==> config.mk <==
export PLATFORM = sky130hd
export DESIGN_NAME = cbor_item_encoder
export DESIGN_NICKNAME = d
export VERILOG_FILES = /design/src/sv/cbi_pkg.sv /design/src/sv/cbi_head_enc.sv /design/src/sv/cbor_item_encoder.sv
export SDC_FILE = /design/constraint.sdc
export NUM_CORES = 1
export LEC_CHECK = 0
export BUFFER_PORTS_ARGS = -buffer_cell sky130_fd_sc_hd__buf_2
export CORE_ASPECT_RATIO = 0.5
export CORE_MARGIN = 2
export CORE_UTILIZATION = 60
export DETAILED_ROUTE_END_ITERATION = 7
export PLACE_DENSITY = 0.84
export SLEW_MARGIN = 5
export SYNTH_ARGS = -nofsm -noshare
export SYNTH_HDL_FRONTEND = slang
export SYNTH_SLANG_ARGS = --single-unit
==> constraint.sdc <==
create_clock -name clk -period 13.8 [get_ports clk]
set_input_delay 1.38 -clock clk [delete_from_list [all_inputs] [get_ports clk]]
set_output_delay 1.38 -clock clk [all_outputs]
set_load 0.1 [all_outputs]
==> src/sv/cbi_pkg.sv <==
// shared types and codes for the cbor item encoder
`default_nettype none

package cbi_pkg;

    // item kinds on the input tuser
    localparam logic [3:0] KIND_UINT     = 4'd0;
    localparam logic [3:0] KIND_SINT     = 4'd1;
    localparam logic [3:0] KIND_FLOAT64  = 4'd2;
    localparam logic [3:0] KIND_BOOL     = 4'd3;
    localparam logic [3:0] KIND_NULL     = 4'd4;
    localparam logic [3:0] KIND_TEXT_HDR = 4'd5;
    localparam logic [3:0] KIND_TEXT_BYTE = 4'd6;
    localparam logic [3:0] KIND_MAP      = 4'd7;
    localparam logic [3:0] KIND_ARRAY    = 4'd8;

    // cbor major types
    localparam logic [2:0] MT_UINT  = 3'd0;
    localparam logic [2:0] MT_NINT  = 3'd1;
    localparam logic [2:0] MT_TEXT  = 3'd3;
    localparam logic [2:0] MT_ARRAY = 3'd4;
    localparam logic [2:0] MT_MAP   = 3'd5;

    localparam logic [7:0] BYTE_FALSE   = 8'hF4;
    localparam logic [7:0] BYTE_TRUE    = 8'hF5;
    localparam logic [7:0] BYTE_NULL    = 8'hF6;
    localparam logic [7:0] BYTE_FLOAT64 = 8'hFB;

    localparam int unsigned POS_W = 32;
    localparam int unsigned LEN_W = 4;

    // one encoded item: first byte plus up to eight more, left aligned
    typedef struct packed {
        logic             ok;
        logic [7:0]       head;
        logic [63:0]      tail;
        logic [LEN_W-1:0] len;
    } enc_t;

endpackage

`default_nettype wire

==> src/sv/cbi_head_enc.sv <==
// combinational encoder of one item into its cbor bytes
`default_nettype none

module cbi_head_enc
    import cbi_pkg::*;
(
    input  wire logic [3:0]  kind,
    input  wire logic [63:0] value,
    output enc_t             enc
);

    function automatic enc_t head_form(input logic [2:0] major, input logic [63:0] arg);
        enc_t e;
        e.ok   = 1'b1;
        e.tail = '0;
        if (arg <= 64'd23)
        begin
            e.head = {major, arg[4:0]};
            e.len  = LEN_W'(1);
        end
        else if (arg <= 64'hFF)
        begin
            e.head = {major, 5'd24};
            e.tail = {arg[7:0], 56'd0};
            e.len  = LEN_W'(2);
        end
        else if (arg <= 64'hFFFF)
        begin
            e.head = {major, 5'd25};
            e.tail = {arg[15:0], 48'd0};
            e.len  = LEN_W'(3);
        end
        else if (arg <= 64'hFFFF_FFFF)
        begin
            e.head = {major, 5'd26};
            e.tail = {arg[31:0], 32'd0};
            e.len  = LEN_W'(5);
        end
        else
        begin
            e.head = {major, 5'd27};
            e.tail = arg;
            e.len  = LEN_W'(9);
        end
        return e;
    endfunction

    always_comb
    begin
        enc = '0;
        unique case (kind)
            KIND_UINT:      enc = head_form(MT_UINT, value);
            KIND_SINT:
            begin
                if (value[63])
                    enc = head_form(MT_NINT, ~value);
                else
                    enc = head_form(MT_UINT, value);
            end
            KIND_FLOAT64:
            begin
                enc.ok   = 1'b1;
                enc.head = BYTE_FLOAT64;
                enc.tail = value;
                enc.len  = LEN_W'(9);
            end
            KIND_BOOL:
            begin
                enc.ok   = 1'b1;
                enc.head = (|value) ? BYTE_TRUE : BYTE_FALSE;
                enc.len  = LEN_W'(1);
            end
            KIND_NULL:
            begin
                enc.ok   = 1'b1;
                enc.head = BYTE_NULL;
                enc.len  = LEN_W'(1);
            end
            KIND_TEXT_HDR:  enc = head_form(MT_TEXT, value);
            KIND_TEXT_BYTE:
            begin
                enc.ok   = 1'b1;
                enc.head = value[7:0];
                enc.len  = LEN_W'(1);
            end
            KIND_MAP:       enc = head_form(MT_MAP, value);
            KIND_ARRAY:     enc = head_form(MT_ARRAY, value);
            default:        enc = '0;   // unused kinds are dropped
        endcase
    end

endmodule

`default_nettype wire

==> src/sv/cbor_item_encoder.sv <==
// top level of the cbor item encoder: input register, encoder and byte emitter
//
// channel   dir  handshake                  payload
// s_axis    in   s_axis_tvalid/tready       tuser = kind, tdata = value
// m_axis    out  m_axis_tvalid/tready       tdata = out_byte, position; tuser = overflow;
//                                           tlast = last byte of the item
// cfg       in   cfg_wen                    cfg_wdata = capacity
//
// one output byte per cycle unless the output stalls; an item holds the input until
// its last byte is loaded, so single-byte items (text bytes, bool, null, small ints)
// flow at one per cycle; the rate is set by the single output register and 8-byte shift buffer
// reset clears the write position to zero and sets capacity to all ones
// a stalled output holds its transaction; the input register still takes one item
// an overflowing item gives a single transaction and writes nothing
`default_nettype none

module cbor_item_encoder
    import cbi_pkg::*;
(
    input  wire logic        clk,
    input  wire logic        rst_n,

    input  wire logic        s_axis_tvalid,
    output logic             s_axis_tready,
    input  wire logic [63:0] s_axis_tdata,   // value[63:0]
    input  wire logic [3:0]  s_axis_tuser,   // kind[3:0]

    output logic             m_axis_tvalid,
    input  wire logic        m_axis_tready,
    output logic [39:0]      m_axis_tdata,   // out_byte[7:0], position[39:8]
    output logic             m_axis_tuser,   // overflow[0]
    output logic             m_axis_tlast,

    input  wire logic        cfg_wen,
    input  wire logic [31:0] cfg_wdata       // capacity
);

    // input register
    logic              in_valid_reg;
    logic [3:0]        in_kind_reg;
    logic [63:0]       in_value_reg;

    // capacity and running byte count
    logic [POS_W-1:0]  cap_reg;
    logic [POS_W-1:0]  wpos_reg;

    // output register
    logic              out_valid_reg;
    logic [7:0]        out_byte_reg;
    logic              out_last_reg;
    logic              out_ovf_reg;
    logic [POS_W-1:0]  out_pos_reg;

    // bytes still to go for the item in flight, top byte first
    logic [63:0]       rem_reg;
    logic [LEN_W-1:0]  rem_cnt_reg;
    logic [POS_W-1:0]  next_pos_reg;

    enc_t              enc;
    logic              out_adv;
    logic              in_take;
    logic              fits;
    logic [POS_W:0]    end_pos;

    cbi_head_enc u_enc
    (
        .kind  (in_kind_reg),
        .value (in_value_reg),
        .enc   (enc)
    );

    // the item fits when the position after it stays within capacity
    assign end_pos = {1'b0, wpos_reg} + (POS_W+1)'(enc.len);
    assign fits    = end_pos <= {1'b0, cap_reg};

    assign out_adv       = !out_valid_reg || m_axis_tready;
    assign in_take       = out_adv && (rem_cnt_reg == '0) && in_valid_reg;
    assign s_axis_tready = !in_valid_reg || in_take;

    assign m_axis_tvalid = out_valid_reg;
    assign m_axis_tdata  = {out_pos_reg, out_byte_reg};
    assign m_axis_tuser  = out_ovf_reg;
    assign m_axis_tlast  = out_last_reg;

    // capacity register
    always_ff @(posedge clk or negedge rst_n)
    begin
        if (!rst_n)
            cap_reg <= '1;
        else if (cfg_wen)
            cap_reg <= cfg_wdata;
    end

    // input register
    always_ff @(posedge clk or negedge rst_n)
    begin
        if (!rst_n)
            in_valid_reg <= 1'b0;
        else if (s_axis_tready)
            in_valid_reg <= s_axis_tvalid;
    end

    always_ff @(posedge clk)
    begin
        if (s_axis_tready && s_axis_tvalid)
        begin
            in_kind_reg  <= s_axis_tuser;
            in_value_reg <= s_axis_tdata;
        end
    end

    // emitter control: valid, remaining count, write position
    always_ff @(posedge clk or negedge rst_n)
    begin
        if (!rst_n)
        begin
            out_valid_reg <= 1'b0;
            rem_cnt_reg   <= '0;
            wpos_reg      <= '0;
        end
        else if (out_adv)
        begin
            priority if (rem_cnt_reg != '0)
            begin
                out_valid_reg <= 1'b1;
                rem_cnt_reg   <= rem_cnt_reg - LEN_W'(1);
            end
            else if (in_valid_reg && enc.ok)
            begin
                out_valid_reg <= 1'b1;
                if (fits)
                begin
                    rem_cnt_reg <= enc.len - LEN_W'(1);
                    wpos_reg    <= end_pos[POS_W-1:0];
                end
            end
            else
            begin
                out_valid_reg <= 1'b0;  // unused kind or nothing waiting
            end
        end
    end

    // emitter payload
    always_ff @(posedge clk)
    begin
        if (out_adv)
        begin
            priority if (rem_cnt_reg != '0)
            begin
                out_byte_reg <= rem_reg[63:56];
                out_last_reg <= (rem_cnt_reg == LEN_W'(1));
                out_ovf_reg  <= 1'b0;
                out_pos_reg  <= next_pos_reg;
                rem_reg      <= {rem_reg[55:0], 8'd0};
                next_pos_reg <= next_pos_reg + POS_W'(1);
            end
            else if (in_valid_reg && fits)
            begin
                out_byte_reg <= enc.head;
                out_last_reg <= (enc.len == LEN_W'(1));
                out_ovf_reg  <= 1'b0;
                out_pos_reg  <= wpos_reg + POS_W'(1);
                rem_reg      <= enc.tail;
                next_pos_reg <= wpos_reg + POS_W'(2);
            end
            else
            begin
                // overflow transaction: zero byte, position unchanged
                out_byte_reg <= 8'd0;
                out_last_reg <= 1'b1;
                out_ovf_reg  <= 1'b1;
                out_pos_reg  <= wpos_reg;
            end
        end
    end

endmodule

`default_nettype wire

After elaboration in Yosys (flattened, before gate mapping)
Index checks and enable logic that the tools add are counted.
Storage, ports and cells
  register bits after elaboration: 276
  input port bits: 105
  output and inout bits: 44
  word-level logic and storage cells: 118
Cells by class
  add/subtract/negate cells: 6
  $lt $le $gt $ge: 9
  equal/unequal tests: 10
  multiplexer cells: 57
  bitwise logic cells: 2
  reduce and logical (&&, ||, !) cells: 20
Operators by type and width (number)
  $mux 76: 7
  $mux 64: 8
  $mux 70: 6
  $mux 69: 6
  $pmux 64 s6: 1
  $le 64x16->1 const B: 2
  $le 64x32->1 const B: 2
  $le 64x5->1 const B: 2
  $le 64x8->1 const B: 2
  $mux 32: 4
  $pmux 9 s9: 1
  $add 32x1->32 const B: 2
  $mux 8: 8
  $not 64->64: 1
  $reduce_or 64->1: 1
  $mux 4: 9
  $add 32x4->33: 1
  $le 33x32->1: 1
  $add 32x2->32 const B: 1
  $pmux 4 s7: 1
  $eq 4x3->1 const B: 4
  $eq 4x1->1 const B: 3
  $eq 4x2->1 const B: 2
  $logic_not 4->1: 2
  13 further kinds: 27

Depth between registers and ports, before layout
Gate-level depths: netlist (run 1).
  depth in word-level cells: 13
  mapped depth: 28
  depth with buffers taken out: 25

Modules after synthesis
Synthesis (run 1) repeated with hierarchy kept, for this count alone.
Second synthesis, totals
  cell total of the unflattened synthesis: 1781
  area total of the unflattened synthesis: 16727.3 µm²
Modules (own cells, without submodules)
  cbor_item_encoder: times used 1, cells each 1367, area each 14322.5 µm², seq. area each 7977.7 µm²
  cbi_head_enc: times used 1, cells each 414, area each 2404.8 µm², seq. area each 0.0 µm²

Worst setup path before layout (run 1)
No wires, ideal clock.
  kind: register to register
  start: register in_value_reg[10]
  end: register next_pos_reg[0], enable pin
  setup time: 0.551 ns
  arrival: 9.151 ns
  required time: 13.249 ns
  setup slack: 4.098 ns
  cell stages (with the launch flop): 27
  path buffers: 2
  clock period less this slack: 9.702 ns
  path through: edfxtp_1 > or4_4 > nor2_4 > nand3_1 > clkbuf_1 > nor2_1 > nor2_1 > a22o_1 > ha_1 > a21o_1 > a21oi_1 > nor2b_1 > o211ai_1 > nor2_1 > nand3_1 > nor2_1 > xor2_1 > ha_1 > and3_1 > a2111oi_0 > o31a_1 > o21ai_2 > o31ai_4 > and2_0 > clkbuf_1 > nor2_1 > nor2_1
On the way
  longest elaborated chain between the ends: 13
  elaborated cells between the ends (all ways): 40
RTL lines
  from (decl): line cbor_item_encoder.sv:41  | logic [63:0] in_value_reg;
  from (signal assigned): line cbor_item_encoder.sv:108  | in_value_reg <= s_axis_tdata;
  $not 64->64: line cbi_head_enc.sv:56  | enc = head_form(MT_NINT, ~value);
  $le 64x32->1: line cbi_head_enc.sv:33  | else if (arg <= 64'hFFFF_FFFF)
  $mux 69: line cbi_head_enc.sv:33
  $mux 70: line cbi_head_enc.sv:27  | else if (arg <= 64'hFFFF)
  $mux 76: line cbi_head_enc.sv:21  | else if (arg <= 64'hFF)
  $mux 4: line cbi_head_enc.sv:16  | if (arg <= 64'd23)
  $mux 76: line cbi_head_enc.sv:55  | if (value[63])
  $pmux 4 s7 (*): line cbi_head_enc.sv:51  | unique case (kind)
  $add 32x4->33 (*): line cbor_item_encoder.sv:73  | assign end_pos = {1'b0, wpos_reg} + (POS_W+1)'(enc.len);
  net end_pos[27]: line cbor_item_encoder.sv:63  | logic [POS_W:0] end_pos;
  $le 33x32->1 (*): line cbor_item_encoder.sv:74  | assign fits = end_pos <= {1'b0, cap_reg};
  $logic_and 1x1->1 (*): line cbor_item_encoder.sv:158  | else if (in_valid_reg && fits)
  $reduce_bool 2->1 (no line) (*)
  $reduce_and 2->1 (no line) (*)
  to (signal assigned): line cbor_item_encoder.sv:156  | next_pos_reg <= next_pos_reg + POS_W'(1);
  to (signal assigned): line cbor_item_encoder.sv:165  | next_pos_reg <= wpos_reg + POS_W'(2);
  to (decl): line cbor_item_encoder.sv:57  | logic [POS_W-1:0] next_pos_reg;
Mark *: on every way through the listed nets, which the timed path passes. The rest lies on a longest branch.
A chain may end at the register's enable or synchronous reset.

Worst setup path in the final report (run 1)
  start: register in_value_reg[30]
  end: register rem_reg[49], enable pin
On the way
  longest elaborated chain between the ends: 13
  elaborated cells between the ends (all ways): 40
RTL lines
  $not 64->64: line cbi_head_enc.sv:56
  $le 64x32->1: line cbi_head_enc.sv:33
  $mux 69: line cbi_head_enc.sv:33
  $mux 70: line cbi_head_enc.sv:27
  $mux 76: line cbi_head_enc.sv:21
  $mux 4: line cbi_head_enc.sv:16
  $mux 76: line cbi_head_enc.sv:55
  $pmux 4 s7 (*): line cbi_head_enc.sv:51
  $add 32x4->33 (*): line cbor_item_encoder.sv:73
  net end_pos[23]: line cbor_item_encoder.sv:63
  $le 33x32->1 (*): line cbor_item_encoder.sv:74
  $logic_and 1x1->1 (*): line cbor_item_encoder.sv:158
  $reduce_bool 2->1 (no line) (*)
  $reduce_and 2->1 (no line) (*)
  to (signal assigned): line cbor_item_encoder.sv:155  | rem_reg <= {rem_reg[55:0], 8'd0};
  to (signal assigned): line cbor_item_encoder.sv:164  | rem_reg <= enc.tail;
  to (decl): line cbor_item_encoder.sv:55  | logic [63:0] rem_reg;
Marks and branches as above.

==> results of run 1 <==
[path summary, 6_finish.rpt]
path | from | slack, ps | to
min in group asynchronous | rst_n | 1050 | wpos_reg[5]
min reg2reg | cap_reg[3] | 500 | cap_reg[3]
max reg2reg | in_value_reg[30] | 4910 | rem_reg[49]
min | cap_reg[3] | 500 | cap_reg[3]
max | in_value_reg[30] | 4910 | rem_reg[49]
max in group asynchronous | rst_n | 12170 | rem_cnt_reg[0]
[cell families after synthesis]
group           after synthesis  share of synthesized area
fa+ha+maj                    44                     0.0351
mux                           4                    0.00268
xor+xnor                    148                     0.0816
buf+inv                     167                     0.0436
compound gates              399                      0.147
simple gates                646                      0.187
flops                       276                      0.502
[layout make-up]
cell class                      count  area [µm²]  area share
Multi-Input combinational cell   1241        7260       0.411
Inverter                           52         195      0.0111
Sequential cell                   276        7980       0.452
Tap cell                          352         440      0.0249
Timing Repair Buffer              160         831      0.0471
Clock inverter                     18         203      0.0115
Clock buffer                       30         751      0.0425
[metrics by stage]
stage | worst slack (ps) | utilization | instance area [µm²] | std cells
after floorplan | 4100 | - | 15900 | 1684
after global placement | 5410 | 0.637 | 16700 | 2081
after detailed placement | 5150 | 0.637 | 16700 | 2081
after CTS | 5070 | 0.673 | 17700 | 2129
after global routing | 4260 | 0.673 | 17700 | 2129
final | 4910 | 0.673 | 17700 | 2129
[synth_stat cells, types with 5 or more instances]
| library cell | number |
|---|---|
| sky130_fd_sc_hd__a21boi_0 | 5 |
| sky130_fd_sc_hd__a21o_1 | 7 |
| sky130_fd_sc_hd__a21oi_1 | 111 |
| sky130_fd_sc_hd__a221oi_1 | 19 |
| sky130_fd_sc_hd__a31oi_1 | 8 |
| sky130_fd_sc_hd__and2_1 | 9 |
| sky130_fd_sc_hd__and3_1 | 15 |
| sky130_fd_sc_hd__buf_2 | 35 |
| sky130_fd_sc_hd__clkbuf_1 | 72 |
| sky130_fd_sc_hd__dfrtp_1 | 38 |
| sky130_fd_sc_hd__dfstp_2 | 32 |
| sky130_fd_sc_hd__edfxtp_1 | 206 |
| sky130_fd_sc_hd__ha_1 | 43 |
| sky130_fd_sc_hd__inv_1 | 52 |
| sky130_fd_sc_hd__nand2_1 | 262 |
| sky130_fd_sc_hd__nand2b_1 | 16 |
| sky130_fd_sc_hd__nand3_1 | 58 |
| sky130_fd_sc_hd__nand4_1 | 43 |
| sky130_fd_sc_hd__nor2_1 | 153 |
| sky130_fd_sc_hd__nor2b_1 | 5 |
| sky130_fd_sc_hd__nor3_1 | 33 |
| sky130_fd_sc_hd__nor4_1 | 21 |
| sky130_fd_sc_hd__o211ai_1 | 6 |
| sky130_fd_sc_hd__o21a_1 | 7 |
| sky130_fd_sc_hd__o21ai_0 | 182 |
| sky130_fd_sc_hd__o21bai_1 | 6 |
| sky130_fd_sc_hd__o22ai_1 | 5 |
| sky130_fd_sc_hd__o31ai_1 | 6 |
| sky130_fd_sc_hd__xnor2_1 | 52 |
| sky130_fd_sc_hd__xor2_1 | 96 |
[report_power, final]
part / switching, mW / internal [mW]
Clock: 0.335 / 0.466
Sequential: 0.115 / 1.11
Combinational: 0.591 / 0.191
Total: 1.04 / 1.76
[routing by layer]
metal / track usage / part of all wire / vias up
met2: 0.473 / 0.44 / 741
li1: - / - / 6151
met4: 0.118 / 0.040 / 0
met3: 0.0572 / 0.098 / 127
met1: 0.449 / 0.42 / 6216
met5: 0 / 0 / -
[worst register-to-register path, stage by stage, from the launching register on]
cell and delay, ps:
sky130_fd_sc_hd__edfxtp_1 460, sky130_fd_sc_hd__nor4_1 350, sky130_fd_sc_hd__and4_1 690, sky130_fd_sc_hd__nand3_1 550
sky130_fd_sc_hd__nor2_1 330, sky130_fd_sc_hd__nor2_1 80, sky130_fd_sc_hd__a22o_1 340, sky130_fd_sc_hd__ha_1 310
sky130_fd_sc_hd__a21o_1 120, sky130_fd_sc_hd__a21oi_1 100, sky130_fd_sc_hd__nor2b_1 160, sky130_fd_sc_hd__o211ai_1 260
sky130_fd_sc_hd__nor3_1 720, sky130_fd_sc_hd__nand2_1 190, sky130_fd_sc_hd__xnor2_1 180, sky130_fd_sc_hd__ha_1 310
sky130_fd_sc_hd__nand4_1 180, sky130_fd_sc_hd__nor4_1 400, sky130_fd_sc_hd__and4_1 260, sky130_fd_sc_hd__o21ai_2 70
sky130_fd_sc_hd__o31ai_4 60, sky130_fd_sc_hd__buf_4 390, sky130_fd_sc_hd__and2_0 370, sky130_fd_sc_hd__nor2_1 140
sky130_fd_sc_hd__nor2_4 530, sky130_fd_sc_hd__buf_4 870
==> metrics.log, run 1 <==
[metrics] worst setup skew after layout: between 10 and 15 ps
[metrics] type of the worst min-delay path: flip-flop to flip-flop
[metrics] DIE AREA: between 0.02 and 0.03 mm²
[metrics] number of antenna violations at the first check in global routing: 0
[metrics] antenna-violating nets left: 0
[metrics] worst ir drop on vdd: approximately 0.1 mV
[metrics] mean post-synth cell area: between 9 and 10 µm²
[metrics] number of H-tree branching levels: 1
[metrics] final count of hold timing violations: 0
[metrics] most used cell along the critical path: sky130_fd_sc_hd__nor2_1
[metrics] height of the chip: 119 µm
[metrics] number of buffers between clock root and the deepest sink: 3
[metrics] first-pass GRT wire length: 67300 µm
[metrics] Final Critical Period: around 8900 ps
[metrics] P_leak: between 6 and 7 nW
[metrics] clock latency on the worst-skew pair: roughly 560 ps
[metrics] category of cells accounting for the largest share of critical-path delay: simple AND/OR/NAND/NOR gates
[metrics] number of cells traversed by the worst hold path: 2
[metrics] number of vias after detailed routing: between 10000 and 15000
[metrics] headroom to the max-slew limit: 0.211
[metrics] Sum Neg Setup Slack: 0 ps
[metrics] maximum number of pins on one net before global-route repair: roughly 110
[metrics] routed len/inst: about 20 µm
[metrics] initial DRC count: 1607
[metrics] layout filler cell count: a little over 2000
[metrics] number of clock sinks seen by CTS: between 200 and 300
[metrics] required time of the critical path: around 14000 ps
[metrics] share of final-layout standard cells stronger than drive strength 1: 0.149
[metrics] clock tree from TritonCTS: done
[metrics] gr ovfl total: 0
[metrics] Setup crit start kind: flip-flop
[metrics] clock edge transition at the registers on the reported setup and hold paths: 70 ps
[metrics] synthesis-to-finish area growth: 11.2%
[metrics] #FFs+latches synth: ~280
[metrics] commonest non-fill, non-tap cells in the layout: 261 x sky130_fd_sc_hd__nand2_1, 206 x sky130_fd_sc_hd__edfxtp_1, 182 x sky130_fd_sc_hd__o21ai_0
[metrics] initial cell density of the core: 0.606
[metrics] crit path max fanout: just under 80
[metrics] CP Depth: 25
[metrics] total number of placement rows: 42
[metrics] Die Width: approximately 230 µm
[metrics] critical path endpoint category: flip-flop
[metrics] category of the critical setup timing path: flip-flop to flip-flop
[metrics] top cells by area, synth: sky130_fd_sc_hd__edfxtp_1 39%, sky130_fd_sc_hd__nand2_1 6.2%, sky130_fd_sc_hd__dfrtp_1 6.0%, sky130_fd_sc_hd__o21ai_0 5.7%, sky130_fd_sc_hd__dfstp_2 5.3%
[metrics] total wire length: 43300 µm
[metrics] DR vias/cell: between 6 and 7
[metrics] slowest cell on the critical path: sky130_fd_sc_hd__buf_4
[metrics] CORE AREA: approximately 0.026 mm²
[metrics] portion of the clock cycle consumed by the worst path in the final layout: 0.644
[metrics] final weighted congestion in routability-driven placement: between 1 and 1.5
[metrics] run status: complete, no violations
[metrics] DRC violations left: 0
[metrics] post-synthesis instance area: roughly 0.016 mm²
[metrics] number of nets in the layout: roughly 1900
[metrics] postcts setup bufs: 0
[metrics] antenna diode instance count: 0
[metrics] number of buffers and inverters on the critical path: 2
[metrics] Post-CTS Hold Fix Bufs: 0
[metrics] Cell variety after synth: 77
[metrics] portion of synthesized cell area occupied by the leading cell type: 0.390
[metrics] number of flops mapped to enable cells by yosys: 206
[metrics] detailed-placement wirelength estimate: between 30000 and 40000 µm
[metrics] sequential element share of the synthesized area: 0.502
[metrics] Max Cap Viol: 0
[metrics] library cell with the largest summed area after synthesis: sky130_fd_sc_hd__edfxtp_1
[metrics] total global routing track utilization: 0.312
[metrics] depth of the worst register-to-register path: 25
[metrics] Final Max Slew Viols: 0
[metrics] most common cell after layout, fill and taps aside: sky130_fd_sc_hd__nand2_1
[metrics] Num CTS Buffers: 26
[metrics] pwr/cell area: 159 mW/mm²
[metrics] RSZ-0062 raised after global routing: false
[metrics] Post-Syn Nets: 1833
[metrics] top flip-flop cell by instance count after synthesis: sky130_fd_sc_hd__edfxtp_1
[metrics] largest stage delay on the critical path: between 800 and 900 ps
[metrics] transition time of the tightest slew-check pin: between 1000 and 1500 ps
[metrics] total power of the final layout: roughly 2.8 mW
[metrics] synthesized netlist cell count: roughly 1700
[metrics] clock tree root buffer cell: sky130_fd_sc_hd__clkbuf_16
[metrics] Setup-failing EPs final: 0
[metrics] vias in the first global route: 12400
[metrics] Crit path arrival time: approximately 9100 ps
[metrics] hold slack: ~500 ps
[metrics] Max Fclk: between 100 and 150 MHz
[metrics] first-pass iteration count of the detailed router: 6
[metrics] quantity of I/O buffers inserted on ports: 148
[metrics] share of flip-flops with an asynchronous set or reset after synthesis: 0.254
[metrics] synth warn: 0
[metrics] number of placed I/O pins: 149
[metrics] # resized after CTS: 0
(Power assumes the default switching activity.)
==> run 2: changes to the inputs <==
==> constraint.sdc (replaced) <==
create_clock -name clk -period 9.05 [get_ports clk]
set_input_delay 0.905 -clock clk [delete_from_list [all_inputs] [get_ports clk]]
set_output_delay 0.905 -clock clk [all_outputs]
set_load 0.1 [all_outputs]
==> run 2 against run 1 <==
Clock power increased by 36%. Global-route usage increased by 0.43 points. Via count decreased by 0.37%. Routed wire length increased by 1.6%. Sequential share of layout area increased by 0.28 points. Maximum frequency increased by 14%. Final area decreased by 0.62%. Clock skew increased by 13 ps.
==> metrics.log, run 2 (synthesized netlist as in run 1, its figures left out) <==
[metrics] quantity of I/O buffers inserted on ports: 148 (unchanged)
[metrics] minimum setup slack after placement: 1550 ps (-3600 ps)
[metrics] CORE AREA: 0.0262 mm² (unchanged)
[metrics] fin worst setup slack: 1250 ps (-3660 ps)
[metrics] # resized after CTS: 0 (unchanged)
[metrics] clock latency on the worst-skew pair: 560 ps (about the same)
[metrics] Num CTS Buffers: 25 (-3.8%)
[metrics] synthesis-to-finish area growth: 10.5%
[metrics] final weighted congestion in routability-driven placement: 1.01 (+1.0%)
[metrics] gr ovfl total: 0 (unchanged)
[metrics] Final Max Slew Viols: 0 (unchanged)
[metrics] category of the critical setup timing path: flip-flop to flip-flop
[metrics] hold slack: 512 ps (+9.78 ps)
[metrics] worst ir drop on vdd: 0.158 mV (+53%)
[metrics] number of H-tree branching levels: 1 (unchanged)
[metrics] worst setup skew after layout: 25.1 ps (+13.4 ps)
[metrics] Max Cap Viol: 0 (unchanged)
[metrics] layout filler cell count: 2087 (+0.82%)
[metrics] number of vias after detailed routing: 13200 (-0.37%)
[metrics] height of the chip: 119 µm (unchanged)
[metrics] met1 capacity usage during global routing: 0.457 (+0.00803)
[metrics] area of placed instances: 0.0167 mm² (+0.13%)
[metrics] number of placed I/O pins: 149 (unchanged)
[metrics] met2 usage: 0.489 (+0.0157)
[metrics] number of nets in the layout: 1908 (+0.10%)
[metrics] total wire length: 44000 µm (+1.6%)
[metrics] transition time of the tightest slew-check pin: 1230 ps (+52.4 ps)
[metrics] most common cell after layout, fill and taps aside: sky130_fd_sc_hd__nand2_1
[metrics] number of clock sinks seen by CTS: 276 (unchanged)
[metrics] Die Width: 234 µm (unchanged)
[metrics] DRC violations left: 0 (unchanged)
[metrics] Setup crit start kind: flip-flop
[metrics] Final Critical Period: 7800 ps (-1090 ps)
[metrics] DR vias/cell: 6.19 (-0.42%)
[metrics] final count of hold timing violations: 0 (unchanged)
[metrics] Crit path arrival time: 8000 ps (-1060 ps)
[metrics] run status: complete, no violations
[metrics] share of final-layout standard cells stronger than drive strength 1: 0.149 (unchanged)
[metrics] pwr/cell area: 236 mW/mm² (+49%)
[metrics] total global routing track utilization: 0.317 (+0.00431)
[metrics] DIE AREA: 0.0279 mm² (unchanged)
[metrics] slack of the worst reg-to-reg path: 1250 ps (-3660 ps)
[metrics] global-route met3 utilization: 0.0656 (+0.00838)
[metrics] portion of the clock cycle consumed by the worst path in the final layout: 0.862 (+0.218)
[metrics] required time of the critical path: 9250 ps (-4720 ps)
[metrics] antenna-violating nets left: 0 (unchanged)
[metrics] Final Instance Area: 0.0175 mm² (-0.62%)
[metrics] critical path endpoint category: flip-flop
[metrics] largest stage delay on the critical path: 730 ps (-140 ps)
[metrics] clock tree from TritonCTS: done
[metrics] total number of placement rows: 42 (unchanged)
[metrics] headroom to the max-slew limit: 0.181 (-0.0297)
[metrics] initial cell density of the core: 0.606 (unchanged)
[metrics] detailed-placement wirelength estimate: 31600 µm (+4.0%)
[metrics] Sum Neg Setup Slack: 0 ps (unchanged)
[metrics] commonest non-fill, non-tap cells in the layout: 261 x sky130_fd_sc_hd__nand2_1, 206 x sky130_fd_sc_hd__edfxtp_1, 182 x sky130_fd_sc_hd__o21ai_0
[metrics] maximum number of pins on one net before global-route repair: 71 (-37%)
[metrics] number of cells traversed by the worst hold path: 2 (unchanged)
[metrics] slowest cell on the critical path: sky130_fd_sc_hd__nor3_1
[metrics] most used cell along the critical path: sky130_fd_sc_hd__nor2_1
[metrics] vias in the first global route: 12100 (-2.2%)
[metrics] Post-CTS Hold Fix Bufs: 0 (unchanged)
[metrics] clock edge transition at the registers on the reported setup and hold paths: 70 ps (about the same)
[metrics] Setup-failing EPs final: 0 (unchanged)
[metrics] first-pass iteration count of the detailed router: 5 (-1)
[metrics] P_leak: 6.88 nW (-0.69%)
[metrics] clock tree root buffer cell: sky130_fd_sc_hd__clkbuf_16
[metrics] number of buffers between clock root and the deepest sink: 3 (unchanged)
[metrics] number of antenna violations at the first check in global routing: 2 (+2)
[metrics] postcts setup bufs: 0 (unchanged)
[metrics] routed len/inst: 20.7 µm (+1.6%)
[metrics] initial DRC count: 1845 (+15%)
[metrics] Max Fclk: 128 MHz (+14%)
[metrics] crit path max fanout: 32 (-59%)
[metrics] GRT Max-Usage Layer: met2
[metrics] RSZ-0062 raised after global routing: false
[metrics] depth of the worst register-to-register path: 26 (+4.0%)
[metrics] type of the worst min-delay path: flip-flop to flip-flop
[metrics] first-pass GRT wire length: 68000 µm (+0.93%)
-- run 2: cell types whose count changed in the layout (fill, tap and decap cells not counted), sizes merged --
cell | previous run | this run
buf | 160 | 163
bufinv | 4 | 3
clkbuf | 30 | 28
clkinv | 11 | 10
diode | 0 | 1
inv | 52 | 53
-- run 2: layer usage --
metal	vias to the layer above	wire length (µm)
li1	6140	-
met1	6256	18700
met2	700	19700
met3	90	4370
met4	0	1270
met5	-	0
-- run 2: final cells by class --
class,count,area (µm²),area share
diodes,1,2.50,0.000143
clock buffers,28,637,0.0363
clock inverters,17,183,0.0104
inverters,52,195,0.0111
multi-input cells,1241,7260,0.414
flip-flops and latches,276,7980,0.455
well taps,352,440,0.0251
repair buffers,163,853,0.0486
-- run 2: worst paths after layout --
kind,end,start
worst max-delay path,rem_reg[0],in_value_reg[63]
worst min-delay path,cap_reg[25],cap_reg[25]
worst max register to register,rem_reg[0],in_value_reg[63]
worst min register to register,cap_reg[25],cap_reg[25]
max in group asynchronous,wpos_reg[29],rst_n
min in group asynchronous,wpos_reg[8],rst_n
-- run 2: per-stage QoR --
step / cells / util / total power, mW
finish: 2130 / 0.669 / 4.14
global route: 2129 / 0.669 / 4.32
floorplan: 1684 / - / 2.75
detailed placement: 2084 / 0.638 / 3.06
CTS: 2129 / 0.669 / 4.14
global placement: 2084 / 0.638 / 3.03
-- run 2: worst max-delay path: cells and delay by family, from the launching register on --
family          cells  cell delay [ps]
simple gates       15             4470
flops               1              560
fa+ha+maj           2              610
buf+inv             2              640
xor+xnor            1              180
compound gates      6              970
-- run 2: power breakdown --
group	internal (mW)	switching, mW	leakage (nW)
sequential	1.69	0.181	2.84
combinational	0.293	0.891	3.65
clock	0.598	0.493	0.396
